[src/rtl/swpe_pkg.sv]
// Shared types and constants of the sliding window peak extractor.
// No dependencies; used by the top level and the centroid divider.
`timescale 1ns / 1ps
`default_nettype none

package swpe_pkg;

  // Window length register.
  localparam int unsigned CFG_W = 7;
  localparam logic [CFG_W-1:0] WINDOW_SIZE_RST = 7'd6;

  // Result field widths.
  localparam int unsigned OUT_SUM_W = 22;
  localparam int unsigned PEAK_W    = 8;
  localparam logic [PEAK_W-1:0] PEAK_MAX = 8'hFF;

  typedef enum logic [1:0] {
    ST_IDLE,
    ST_UPDATE,
    ST_DIVIDE
  } state_e;

  // Status of the centroid divider.
  typedef struct packed {
    logic busy;
    logic done;
  } div_stat_t;

endpackage

`default_nettype wire

[src/rtl/swpe_ram.sv]
// Generic single-port-write, single-port-read RAM with a registered read.
// Standalone; a read of the address being written returns the old data.
`timescale 1ns / 1ps
`default_nettype none

module swpe_ram #(
  parameter int unsigned WIDTH = 16,
  parameter int unsigned DEPTH = 64
) (
  input  wire logic                                    clk_i,
  input  wire logic                                    we_i,
  input  wire logic [((DEPTH > 1) ? $clog2(DEPTH) : 1)-1:0] waddr_i,
  input  wire logic [WIDTH-1:0]                        wdata_i,
  input  wire logic                                    re_i,
  input  wire logic [((DEPTH > 1) ? $clog2(DEPTH) : 1)-1:0] raddr_i,
  output logic      [WIDTH-1:0]                        rdata_o
);

  logic [WIDTH-1:0] mem_q [DEPTH];
  logic [WIDTH-1:0] rdata_q;

  always_ff @(posedge clk_i) begin
    if (we_i) begin
      mem_q[waddr_i] <= wdata_i;
    end
    if (re_i) begin
      rdata_q <= mem_q[raddr_i];
    end
  end

  assign rdata_o = rdata_q;

endmodule

`default_nettype wire

[src/rtl/swpe_div.sv]
// Iterative restoring divider for the peak time centroid, one quotient bit
// per cycle, saturating at the largest peak time. Depends on swpe_pkg.
`timescale 1ns / 1ps
`default_nettype none

module swpe_div #(
  parameter int unsigned NUM_W = 30,
  parameter int unsigned DEN_W = 22
) (
  input  wire logic                          clk_i,
  input  wire logic                          rst_ni,
  input  wire logic                          start_i,
  input  wire logic [NUM_W-1:0]              num_i,
  input  wire logic [DEN_W-1:0]              den_i,
  output swpe_pkg::div_stat_t                stat_o,
  output logic      [swpe_pkg::PEAK_W-1:0]   quot_o
);

  localparam int unsigned QW    = swpe_pkg::PEAK_W;
  localparam int unsigned HI_W  = NUM_W - QW;
  localparam int unsigned CMP_W = ((HI_W > DEN_W) ? HI_W : DEN_W) + 1;
  localparam int unsigned CNT_W = $clog2(QW + 1);

  logic             busy_q;
  logic             done_q;
  logic [CNT_W-1:0] cnt_q;
  logic [DEN_W-1:0] rem_q;
  logic [QW-1:0]    lo_q;
  logic [QW-1:0]    quot_q;
  logic [DEN_W-1:0] den_q;

  logic [CMP_W-1:0] hi_ext;
  logic [CMP_W-1:0] den_ext;
  logic [DEN_W:0]   trial;
  logic             fits;
  logic [DEN_W:0]   diff;
  logic             zero_den;
  logic             saturate;

  always_comb begin
    hi_ext   = CMP_W'(num_i[NUM_W-1:QW]);
    den_ext  = CMP_W'(den_i);
    zero_den = (den_i == '0);
    // The quotient exceeds the peak time range exactly when num >= den * 2^QW.
    saturate = (hi_ext >= den_ext);
    trial    = {rem_q, lo_q[QW-1]};
    fits     = (trial >= {1'b0, den_q});
    diff     = trial - {1'b0, den_q};
  end

  always_ff @(posedge clk_i or negedge rst_ni) begin
    if (!rst_ni) begin
      busy_q <= 1'b0;
      done_q <= 1'b0;
      cnt_q  <= '0;
    end else if (start_i) begin
      if (zero_den || saturate) begin
        busy_q <= 1'b0;
        done_q <= 1'b1;
      end else begin
        busy_q <= 1'b1;
        done_q <= 1'b0;
        cnt_q  <= CNT_W'(QW);
      end
    end else if (busy_q) begin
      cnt_q <= cnt_q - CNT_W'(1);
      if (cnt_q == CNT_W'(1)) begin
        busy_q <= 1'b0;
        done_q <= 1'b1;
      end
    end
  end

  always_ff @(posedge clk_i) begin
    if (start_i) begin
      if (zero_den) begin
        quot_q <= '0;
      end else if (saturate) begin
        quot_q <= swpe_pkg::PEAK_MAX;
      end else begin
        quot_q <= '0;
        rem_q  <= DEN_W'(hi_ext);
        lo_q   <= num_i[QW-1:0];
        den_q  <= den_i;
      end
    end else if (busy_q) begin
      rem_q  <= fits ? diff[DEN_W-1:0] : trial[DEN_W-1:0];
      lo_q   <= {lo_q[QW-2:0], 1'b0};
      quot_q <= {quot_q[QW-2:0], fits};
    end
  end

  assign stat_o.busy = busy_q;
  assign stat_o.done = done_q;
  assign quot_o      = quot_q;

endmodule

`default_nettype wire

[src/rtl/sliding_window_peak_extractor.sv]
// Sliding window peak extractor: running window sums over a sample ring RAM
// and a per-pixel centroid. Depends on swpe_pkg, swpe_ram and swpe_div.
//
//   Channel   Direction   Handshake                 Payload
//   in        sink        in_valid_i / in_stall_o   sample, last_in_pixel, last_in_event
//   out       source      out_valid_o / out_stall_i window_sum_max, peak_time, flags
//   cfg       sink        cfg_we_i                  cfg_wdata_i (window_size)
//
// Each sample is accepted in the idle state, which reads the oldest window
// sample from the ring RAM; its registered read data is used in the update state.
// The last sample of a pixel then starts the centroid divider (one quotient
// bit per cycle, none when the sum is zero or the peak time saturates), and
// the output register is loaded once the divider is done and the output is free.
// A result waiting on a stalled output does not block new samples; only a
// second finished pixel waits for it. Reset clears all pixel state at once.
`timescale 1ns / 1ps
`default_nettype none

module sliding_window_peak_extractor #(
  parameter int unsigned WINDOW_MAX  = 64,
  parameter int unsigned SAMPLES_MAX = 256,
  parameter int unsigned SAMPLE_BITS = 16
) (
  input  wire logic                                clk_i,
  input  wire logic                                rst_ni,
  input  wire logic                                cfg_we_i,
  input  wire logic [swpe_pkg::CFG_W-1:0]          cfg_wdata_i,
  input  wire logic                                in_valid_i,
  output logic                                     in_stall_o,
  input  wire logic [15:0]                         sample_i,
  input  wire logic                                last_in_pixel_i,
  input  wire logic                                last_in_event_i,
  output logic                                     out_valid_o,
  input  wire logic                                out_stall_i,
  output logic      [swpe_pkg::OUT_SUM_W-1:0]      window_sum_max_o,
  output logic      [swpe_pkg::PEAK_W-1:0]         peak_time_o,
  output logic                                     short_pixel_o,
  output logic                                     too_long_o,
  output logic                                     last_pixel_o
);

  localparam int unsigned WIN_W  = $clog2(WINDOW_MAX + 1);
  localparam int unsigned PTR_W  = (WINDOW_MAX > 1) ? $clog2(WINDOW_MAX) : 1;
  localparam int unsigned IDX_W  = $clog2(SAMPLES_MAX + 1);
  localparam int unsigned SUM_W  = SAMPLE_BITS + $clog2(WINDOW_MAX);
  localparam int unsigned WSUM_W = SUM_W + $clog2(SAMPLES_MAX);
  localparam int unsigned CW     = ((IDX_W > WIN_W) ? IDX_W : WIN_W) + 1;
  localparam int unsigned PROD_W = SAMPLE_BITS + IDX_W;
  localparam int unsigned CFG_W  = swpe_pkg::CFG_W;

  // Control and pixel state.
  swpe_pkg::state_e  state_q, state_d;
  logic [CFG_W-1:0]  cfg_win_q;
  logic [WIN_W-1:0]  pix_win_q;
  logic [IDX_W-1:0]  idx_q;
  logic [PTR_W-1:0]  wr_ptr_q;
  logic [SUM_W-1:0]  ws_q;
  logic [WSUM_W-1:0] wws_q;
  logic [SUM_W-1:0]  best_q;
  logic [WSUM_W-1:0] bwws_q;
  logic              ovf_q;
  logic              out_valid_q;

  // Request held between accept and update.
  logic [SAMPLE_BITS-1:0] s_q;
  logic [WSUM_W-1:0]      prod_q;
  logic [IDX_W-1:0]       lag_q;
  logic                   has_old_q;
  logic                   first_win_q;
  logic                   past_win_q;
  logic                   in_range_q;
  logic                   last_q;
  logic                   ev_q;

  // Pixel result waiting on the divider, and the output register.
  logic [swpe_pkg::OUT_SUM_W-1:0] res_sum_q;
  logic                           res_short_q;
  logic                           res_long_q;
  logic                           res_ev_q;
  logic [swpe_pkg::OUT_SUM_W-1:0] out_sum_q;
  logic [swpe_pkg::PEAK_W-1:0]    out_peak_q;
  logic                           out_short_q;
  logic                           out_long_q;
  logic                           out_ev_q;

  logic accept;
  logic div_start;
  logic out_load;
  logic out_free;

  // Accept-side signals.
  logic [SAMPLE_BITS-1:0] s_in;
  logic [WIN_W-1:0]       eff_win;
  logic [WIN_W-1:0]       win_cur;
  logic                   in_range_a;
  logic                   has_old_a;
  logic [CW-1:0]          idx_p1;
  logic [WIN_W:0]         rd_calc;
  logic [PTR_W-1:0]       rd_addr;
  logic [PROD_W-1:0]      new_prod;

  // Update-side signals.
  logic [SAMPLE_BITS-1:0] ram_rdata;
  logic [SAMPLE_BITS-1:0] old;
  logic [PROD_W-1:0]      old_prod;
  logic [SUM_W-1:0]       ws_new;
  logic [WSUM_W-1:0]      wws_new;
  logic                   upd_best;
  logic [IDX_W-1:0]       idx_new;
  logic [SUM_W-1:0]       ws_cur;
  logic [WSUM_W-1:0]      wws_cur;
  logic [SUM_W-1:0]       best_cur;
  logic [WSUM_W-1:0]      bwws_cur;
  logic                   is_short;
  logic [SUM_W-1:0]       rsum;
  logic [WSUM_W-1:0]      rw;

  swpe_pkg::div_stat_t         div_stat;
  logic [swpe_pkg::PEAK_W-1:0] div_quot;

  // ---------------------------------------------------------------------
  // Control
  // ---------------------------------------------------------------------

  assign out_free = !out_valid_q || !out_stall_i;

  always_ff @(posedge clk_i or negedge rst_ni) begin
    if (!rst_ni) begin
      state_q <= swpe_pkg::ST_IDLE;
    end else begin
      state_q <= state_d;
    end
  end

  always_comb begin
    state_d    = state_q;
    in_stall_o = 1'b1;
    accept     = 1'b0;
    div_start  = 1'b0;
    out_load   = 1'b0;
    case (state_q)
      swpe_pkg::ST_IDLE: begin
        in_stall_o = 1'b0;
        if (in_valid_i) begin
          accept  = 1'b1;
          state_d = swpe_pkg::ST_UPDATE;
        end
      end
      swpe_pkg::ST_UPDATE: begin
        if (last_q) begin
          div_start = 1'b1;
          state_d   = swpe_pkg::ST_DIVIDE;
        end else begin
          state_d = swpe_pkg::ST_IDLE;
        end
      end
      swpe_pkg::ST_DIVIDE: begin
        if (div_stat.done && out_free) begin
          out_load = 1'b1;
          state_d  = swpe_pkg::ST_IDLE;
        end
      end
      default: begin
        state_d = swpe_pkg::ST_IDLE;
      end
    endcase
  end

  // ---------------------------------------------------------------------
  // Accept: window bookkeeping and ring RAM access
  // ---------------------------------------------------------------------

  always_comb begin
    s_in = sample_i[SAMPLE_BITS-1:0];
    if (cfg_win_q == '0) begin
      eff_win = WIN_W'(1);
    end else if (32'(cfg_win_q) > WINDOW_MAX) begin
      eff_win = WIN_W'(WINDOW_MAX);
    end else begin
      eff_win = WIN_W'(cfg_win_q);
    end
    // The window length is taken at the first sample of each pixel.
    win_cur    = (idx_q == '0) ? eff_win : pix_win_q;
    in_range_a = (32'(idx_q) < SAMPLES_MAX);
    has_old_a  = (CW'(idx_q) >= CW'(win_cur));
    idx_p1     = CW'(idx_q) + CW'(1);
    // Ring slot of the sample leaving the window.
    if ((WIN_W + 1)'(wr_ptr_q) >= (WIN_W + 1)'(win_cur)) begin
      rd_calc = (WIN_W + 1)'(wr_ptr_q) - (WIN_W + 1)'(win_cur);
    end else begin
      rd_calc = (WIN_W + 1)'(wr_ptr_q) + (WIN_W + 1)'(WINDOW_MAX)
              - (WIN_W + 1)'(win_cur);
    end
    rd_addr  = rd_calc[PTR_W-1:0];
    new_prod = s_in * idx_q;
  end

  // When the window spans the whole ring, the read and the write hit the same
  // slot in the accept cycle; the RAM returns the old sample, as needed.
  swpe_ram #(
    .WIDTH (SAMPLE_BITS),
    .DEPTH (WINDOW_MAX)
  ) u_ring (
    .clk_i   (clk_i),
    .we_i    (accept && in_range_a),
    .waddr_i (wr_ptr_q),
    .wdata_i (s_in),
    .re_i    (accept),
    .raddr_i (rd_addr),
    .rdata_o (ram_rdata)
  );

  always_ff @(posedge clk_i) begin
    if (accept) begin
      s_q         <= s_in;
      prod_q      <= WSUM_W'(new_prod);
      lag_q       <= idx_q - IDX_W'(win_cur);
      has_old_q   <= has_old_a;
      first_win_q <= (idx_p1 == CW'(win_cur));
      past_win_q  <= (idx_p1 > CW'(win_cur));
      in_range_q  <= in_range_a;
      last_q      <= last_in_pixel_i;
      ev_q        <= last_in_event_i;
    end
  end

  // ---------------------------------------------------------------------
  // Update: slide the window and track the best one
  // ---------------------------------------------------------------------

  always_comb begin
    old      = has_old_q ? ram_rdata : '0;
    old_prod = old * lag_q;
    ws_new   = ws_q - SUM_W'(old) + SUM_W'(s_q);
    wws_new  = wws_q - WSUM_W'(old_prod) + prod_q;
    // The first full window always counts; later ones only on a strict gain.
    upd_best = in_range_q && (first_win_q || (past_win_q && (ws_new > best_q)));
    idx_new  = in_range_q ? (idx_q + IDX_W'(1)) : idx_q;
    ws_cur   = in_range_q ? ws_new : ws_q;
    wws_cur  = in_range_q ? wws_new : wws_q;
    best_cur = upd_best ? ws_new : best_q;
    bwws_cur = upd_best ? wws_new : bwws_q;
    is_short = (CW'(idx_new) < CW'(pix_win_q));
    rsum     = is_short ? ws_cur : best_cur;
    rw       = is_short ? wws_cur : bwws_cur;
  end

  always_ff @(posedge clk_i or negedge rst_ni) begin
    if (!rst_ni) begin
      cfg_win_q <= swpe_pkg::WINDOW_SIZE_RST;
      pix_win_q <= WIN_W'(1);
      idx_q     <= '0;
      wr_ptr_q  <= '0;
      ws_q      <= '0;
      wws_q     <= '0;
      best_q    <= '0;
      bwws_q    <= '0;
      ovf_q     <= 1'b0;
    end else begin
      if (cfg_we_i) begin
        cfg_win_q <= cfg_wdata_i;
      end
      if (accept && (idx_q == '0)) begin
        pix_win_q <= eff_win;
      end
      if (state_q == swpe_pkg::ST_UPDATE) begin
        if (last_q) begin
          idx_q    <= '0;
          wr_ptr_q <= '0;
          ws_q     <= '0;
          wws_q    <= '0;
          best_q   <= '0;
          bwws_q   <= '0;
          ovf_q    <= 1'b0;
        end else begin
          idx_q  <= idx_new;
          ws_q   <= ws_cur;
          wws_q  <= wws_cur;
          best_q <= best_cur;
          bwws_q <= bwws_cur;
          ovf_q  <= ovf_q || !in_range_q;
          if (in_range_q) begin
            if (32'(wr_ptr_q) == WINDOW_MAX - 1) begin
              wr_ptr_q <= '0;
            end else begin
              wr_ptr_q <= wr_ptr_q + PTR_W'(1);
            end
          end
        end
      end
    end
  end

  // ---------------------------------------------------------------------
  // Centroid and output register
  // ---------------------------------------------------------------------

  swpe_div #(
    .NUM_W (WSUM_W),
    .DEN_W (SUM_W)
  ) u_div (
    .clk_i   (clk_i),
    .rst_ni  (rst_ni),
    .start_i (div_start),
    .num_i   (rw),
    .den_i   (rsum),
    .stat_o  (div_stat),
    .quot_o  (div_quot)
  );

  always_ff @(posedge clk_i) begin
    if (div_start) begin
      res_sum_q   <= swpe_pkg::OUT_SUM_W'(rsum);
      res_short_q <= is_short;
      res_long_q  <= ovf_q || !in_range_q;
      res_ev_q    <= ev_q;
    end
    if (out_load) begin
      out_sum_q   <= res_sum_q;
      out_peak_q  <= div_quot;
      out_short_q <= res_short_q;
      out_long_q  <= res_long_q;
      out_ev_q    <= res_ev_q;
    end
  end

  always_ff @(posedge clk_i or negedge rst_ni) begin
    if (!rst_ni) begin
      out_valid_q <= 1'b0;
    end else if (out_load) begin
      out_valid_q <= 1'b1;
    end else if (!out_stall_i) begin
      out_valid_q <= 1'b0;
    end
  end

  assign out_valid_o      = out_valid_q;
  assign window_sum_max_o = out_sum_q;
  assign peak_time_o      = out_peak_q;
  assign short_pixel_o    = out_short_q;
  assign too_long_o       = out_long_q;
  assign last_pixel_o     = out_ev_q;

`ifndef SYNTHESIS
  // The sample counter stops at the maximum pixel length.
  assert property (@(posedge clk_i) disable iff (!rst_ni)
    32'(idx_q) <= SAMPLES_MAX)
    else $error("sample index beyond maximum pixel length");

  // A pixel end clears the pixel state for the next pixel.
  assert property (@(posedge clk_i) disable iff (!rst_ni)
    (state_q == swpe_pkg::ST_UPDATE) && last_q |=> (idx_q == '0) && (ws_q == '0))
    else $error("pixel state not cleared after last sample");

  // The divider is never restarted while it is still iterating.
  assert property (@(posedge clk_i) disable iff (!rst_ni)
    div_start |-> !div_stat.busy)
    else $error("divider started while busy");

  // An accepted request is always followed by its update cycle.
  assert property (@(posedge clk_i) disable iff (!rst_ni)
    accept |=> (state_q == swpe_pkg::ST_UPDATE))
    else $error("accepted request without update");

  // Within a pixel the latched window length stays in range.
  assert property (@(posedge clk_i) disable iff (!rst_ni)
    (idx_q != '0) |-> (pix_win_q != '0) && (32'(pix_win_q) <= WINDOW_MAX))
    else $error("latched window length out of range");
`endif

endmodule

`default_nettype wire
[config.mk]
export PLATFORM = sky130hd
export DESIGN_NAME = sliding_window_peak_extractor
export DESIGN_NICKNAME = d
export VERILOG_FILES = /design/src/rtl/swpe_pkg.sv /design/src/rtl/swpe_ram.sv /design/src/rtl/swpe_div.sv /design/src/rtl/sliding_window_peak_extractor.sv
export SDC_FILE = /design/constraint.sdc
export NUM_CORES = 2
export LEC_CHECK = 0
export CAP_MARGIN = 10
export CORE_ASPECT_RATIO = 0.7
export CORE_MARGIN = 2
export CORE_UTILIZATION = 40
export CTS_CLUSTER_SIZE = 16
export DETAILED_ROUTE_END_ITERATION = 10
export DONT_BUFFER_PORTS = 1
export PLACE_DENSITY = 0.58
export SYNTH_ARGS = -nofsm -noshare
export SYNTH_HDL_FRONTEND = slang
export SYNTH_SLANG_ARGS = --single-unit
[constraint.sdc]
create_clock -name clk_i -period 9.5 [get_ports clk_i]
set_clock_uncertainty 0.1 [all_clocks]
set_input_delay 0.475 -clock clk_i [delete_from_list [all_inputs] [get_ports clk_i]]
set_output_delay 0.475 -clock clk_i [all_outputs]
set_load 0.1 [all_outputs]
==> flow_summary.toml <==
[finish]
final_area_sq_mm = 0.0776
nNetsFinal = 5300
drive_gt1_share_pct = 16.6
nFillCells = 15000
area_growth_pct = 13.0
fin_cells = 7158

[clocking]
clkLatencyLatePin_ns = 0.81
root_buffer = "clkbuf_16"
ctsHtreeMaxLevel = 4
cts_max_path_buffers = 3
cts.sinks = 1357
path_clk_slew_ns = 0.06
cts_tree = "yes"
cts_buffers = 139

[floorplan]
rows = 127
die-area_sq_mm = 0.175
core_area_sq_mm = 0.171
initial_utilization_pct = 40.2
die_h_um = 351
ios = 65
die_w_um = 499

[timing]
tns_ns = 0
slew_viol_final = 0
layout_min_cycle_time_ns = 8.92
max_freq_mhz = 112
slew_headroom_pct = 6.71
worst_pin_slew_ns = 1.39
fin_crit_sh_pct = 93.9
hold_viol = 0
setup_viol_count_final = 0
rsz0062_at_grt = "no"

[place]
dp.cells = 6834
dp_hpwl_um = 117000
placed_area_sq_mm = 0.0720
portBuffers = 0
place_congestion = 0.909

[logic_synthesis]
yosysTopAreaCell = "edfxtp_1"
synth_seq_cells = 1357
synth_area_leaders = "edfxtp_1 (53%), mux4_2 (10%), fa_1 (7.8%)"
avgSynthCellArea_sq_um = 14.7
synth.distinct_cells = 77
synth_cells = 4680
synth_fp_nets = 5203
ys_warn_count = 0
synth_top_area_share_pct = 53.1
netlist_area_sq_mm = 0.0687
yosysSeqAreaShare_pct = 58.3
synth_edf_count = 1214
synth_flop_cell = "edfxtp_1"
synthArstFlopShare_pct = 10.5

[status]
run_status = "finished clean"

[global_route]
antenna_found_initial = 19
grt_overflow = 0
grt_pass1_wl_um = 275000
grt_usage_pct = 21.4
grt_start_max_net_pins = 144
grt_pass1_vias = 40100

[route]
drtAntennaViolNets = 0
postRouteWirelength_um = 187000
drt-pass1-iter-count = 6
drcViolationCount = 0
wl_per_cell_um = 26.2
vias_per_cell = 5.68
drt_iter0_drc = 4877
vias = 40700

[hold_path]
hold_class = "in2async"

[setup_path]
start_kind = "flip-flop"
critPathMaxFanout = 44
critPathCaptureType = "flip-flop"
cpMostUsedCell = "fa_1"
startpoint = "has_old_q$_DFFE_PP_"
critPathMaxStageDelay_ns = 0.57
critPathRequiredTime_ns = 9.87
crit_type = "reg2reg"
slowest_stage = "fa_1"
crit_arrival_ns = 9.29
r2r_start = "has_old_q$_DFFE_PP_"

[flow_run]
maxCapViolations = 0

[power_and_ir_drop]
ir_drop_v = 0.000179
p_leak_nw = 28.1
power-per-cell-area_mw_per_mm2 = 175
[power by group]
| part | total [W] | switching (W) | internal (W) |
|---|---|---|---|
| Sequential | 0.00651 | 0.00000764 | 0.00651 |
| Clock | 0.00571 | 0.00249 | 0.00322 |
| Combinational | 0.00134 | 0.000759 | 0.000584 |
| Total | 0.0136 | 0.00325 | 0.0103 |
[Yosys cell counts (12+ instances only)]
library cell     n
a22o_1          42
nor2b_1         52
a21o_1          69
nor2_1         218
and2_1          72
buf_1           52
nor3_1          38
nand2_1        387
ha_1           227
fa_1           266
mux4_2         320
a21boi_0        25
nand2b_1        20
a22oi_1         12
o21ai_0        119
inv_1          404
xnor2_1         71
a311oi_1        12
o21a_1          29
a31oi_1         26
o21bai_1        13
and3_1          82
a21oi_1        163
edfxtp_1      1214
o211ai_1        22
xor2_1          34
a211oi_1        58
nand4_1         23
nand3_1         62
mux2i_1         27
clkbuf_1       186
mux2_2          22
dfrtp_1        140
o22ai_1         15
[layout by cell type (no fill, tap or decap), types with 34 or more instances in the layout]
cell,count
xnor2_1,67
and2_1,72
a21o_1,69
nor2b_1,51
a21oi_1,163
a22o_1,42
mux4_2,320
buf_4,136
nor2_2,51
dfrtp_1,140
inv_1,402
clkbuf_16,140
fa_1,265
nor2_1,166
nand2_1,385
edfxtp_1,1214
a211oi_1,57
o21ai_0,118
nor3_1,38
and3_1,82
ha_1,226
dlygate4sd3_1,34
nand3_1,62
xor2_1,34
[cell type report]
type	instances	area, sq um	share of cell area, %
flip-flops and latches	1357	40000	51.6
multi-input cells	2675	26500	34.1
clock buffers	162	3620	4.66
well taps	2257	2820	3.64
repair buffers	199	2020	2.60
inverters	405	1520	1.96
clock inverters	89	1130	1.46
diodes	14	35.0	0.0451
[layer usage]
layer	wire length [um]	GRT usage [%]	share of wire (%)
met3	20000	6.40	11
met5	11	0	0.0059
met1	84700	32.3	45
met4	3050	4.28	1.6
met2	79500	30.5	42
[critical path: cells and delay by family (launching register included)]
kind	cells	cell delay (ns)
DFF	1	0.43
and+or+nand+nor	6	0.97
AOI/OAI and AO/OA	10	2.89
adders and majority gates	7	3.17
buffers and inverters	4	0.72
muxes	1	0.31
[metrics by stage]
| stage | utilization (%) | hold slack [ns] | total power [W] | setup WS (ns) |
|---|---|---|---|---|
| 6_report | 45.4 | 0.150 | 0.0136 | 0.584 |
| 5_1_grt | 45.4 | 0.175 | 0.0140 | 0.146 |
| 4_1_cts | 45.3 | 0.142 | 0.0137 | 0.203 |
| 3_5_place_dp | 42.1 | 0.0835 | 0.00784 | 0.269 |
| 3_3_place_gp | 42.1 | 0.0867 | 0.00784 | 0.631 |
| 2_1_floorplan | - | 0.0794 | 0.00744 | 0.608 |
[cells by family (layout without fill, tap and decap cells)]
| logic type | Yosys count | in the layout | share of synthesized area [%] |
|---|---|---|---|
| buffers and inverters | 649 | 855 | 3.56 |
| AO/OA/AOI/OAI | 690 | 690 | 6.68 |
| flip-flops | 1357 | 1357 | 58.3 |
| multiplexers | 369 | 369 | 11.2 |
| AND/OR/NAND/NOR | 1017 | 1018 | 6.99 |
| XOR/XNOR | 105 | 105 | 1.34 |
| adder cells (fa/ha/maj) | 493 | 493 | 11.9 |
| other | 0 | 14 | 0 |
[sequential cells by signal, summed over array words and instances (netlist names), 2 cells and up]
| name | count |
|---|---|
| best_q | 22 |
| bwws_q | 30 |
| cfg_win_q | 7 |
| idx_q | 9 |
| lag_q | 9 |
| peak_time_o | 8 |
| pix_win_q | 7 |
| prod_q | 25 |
| res_sum_q | 22 |
| s_q | 16 |
| state_q | 2 |
| u_div.cnt_q | 4 |
| u_div.den_q | 22 |
| u_div.lo_q | 8 |
| u_div.quot_o | 8 |
| u_div.rem_q | 22 |
| u_ring.mem_q | 1024 |
| u_ring.rdata_o | 16 |
| window_sum_max_o | 22 |
| wr_ptr_q | 6 |
| ws_q | 22 |
| wws_q | 30 |
[final timing paths]
kind                                                        to  cells after the start  slack, ns
worst max-delay path                   u_div.lo_q[3]$_DFFE_PP_                     28       0.58
worst min-delay path                  u_div.done_q$_DFFE_PN0P_                      2       0.15
worst max register to register         u_div.lo_q[3]$_DFFE_PP_                     28       0.58
worst min register to register  window_sum_max_o[12]$_DFFE_PP_                      0       0.32
max in group asynchronous              wr_ptr_q[0]$_DFFE_PN0P_                      2       8.23
min in group clk_i                         prod_q[3]$_DFFE_PP_                      3       0.20
[what timing repair did]
| action | in CTS | in global routing |
|---|---|---|
| setup buffers | 0 | 2 |
| hold endpoints to repair | 1196 | 0 |
| setup endpoints to repair | 0 | 65 |
| gates resized for setup | 0 | 7 |
| hold buffers | 51 | 0 |
No activity file was read; power rests on OpenSTA's default activity.
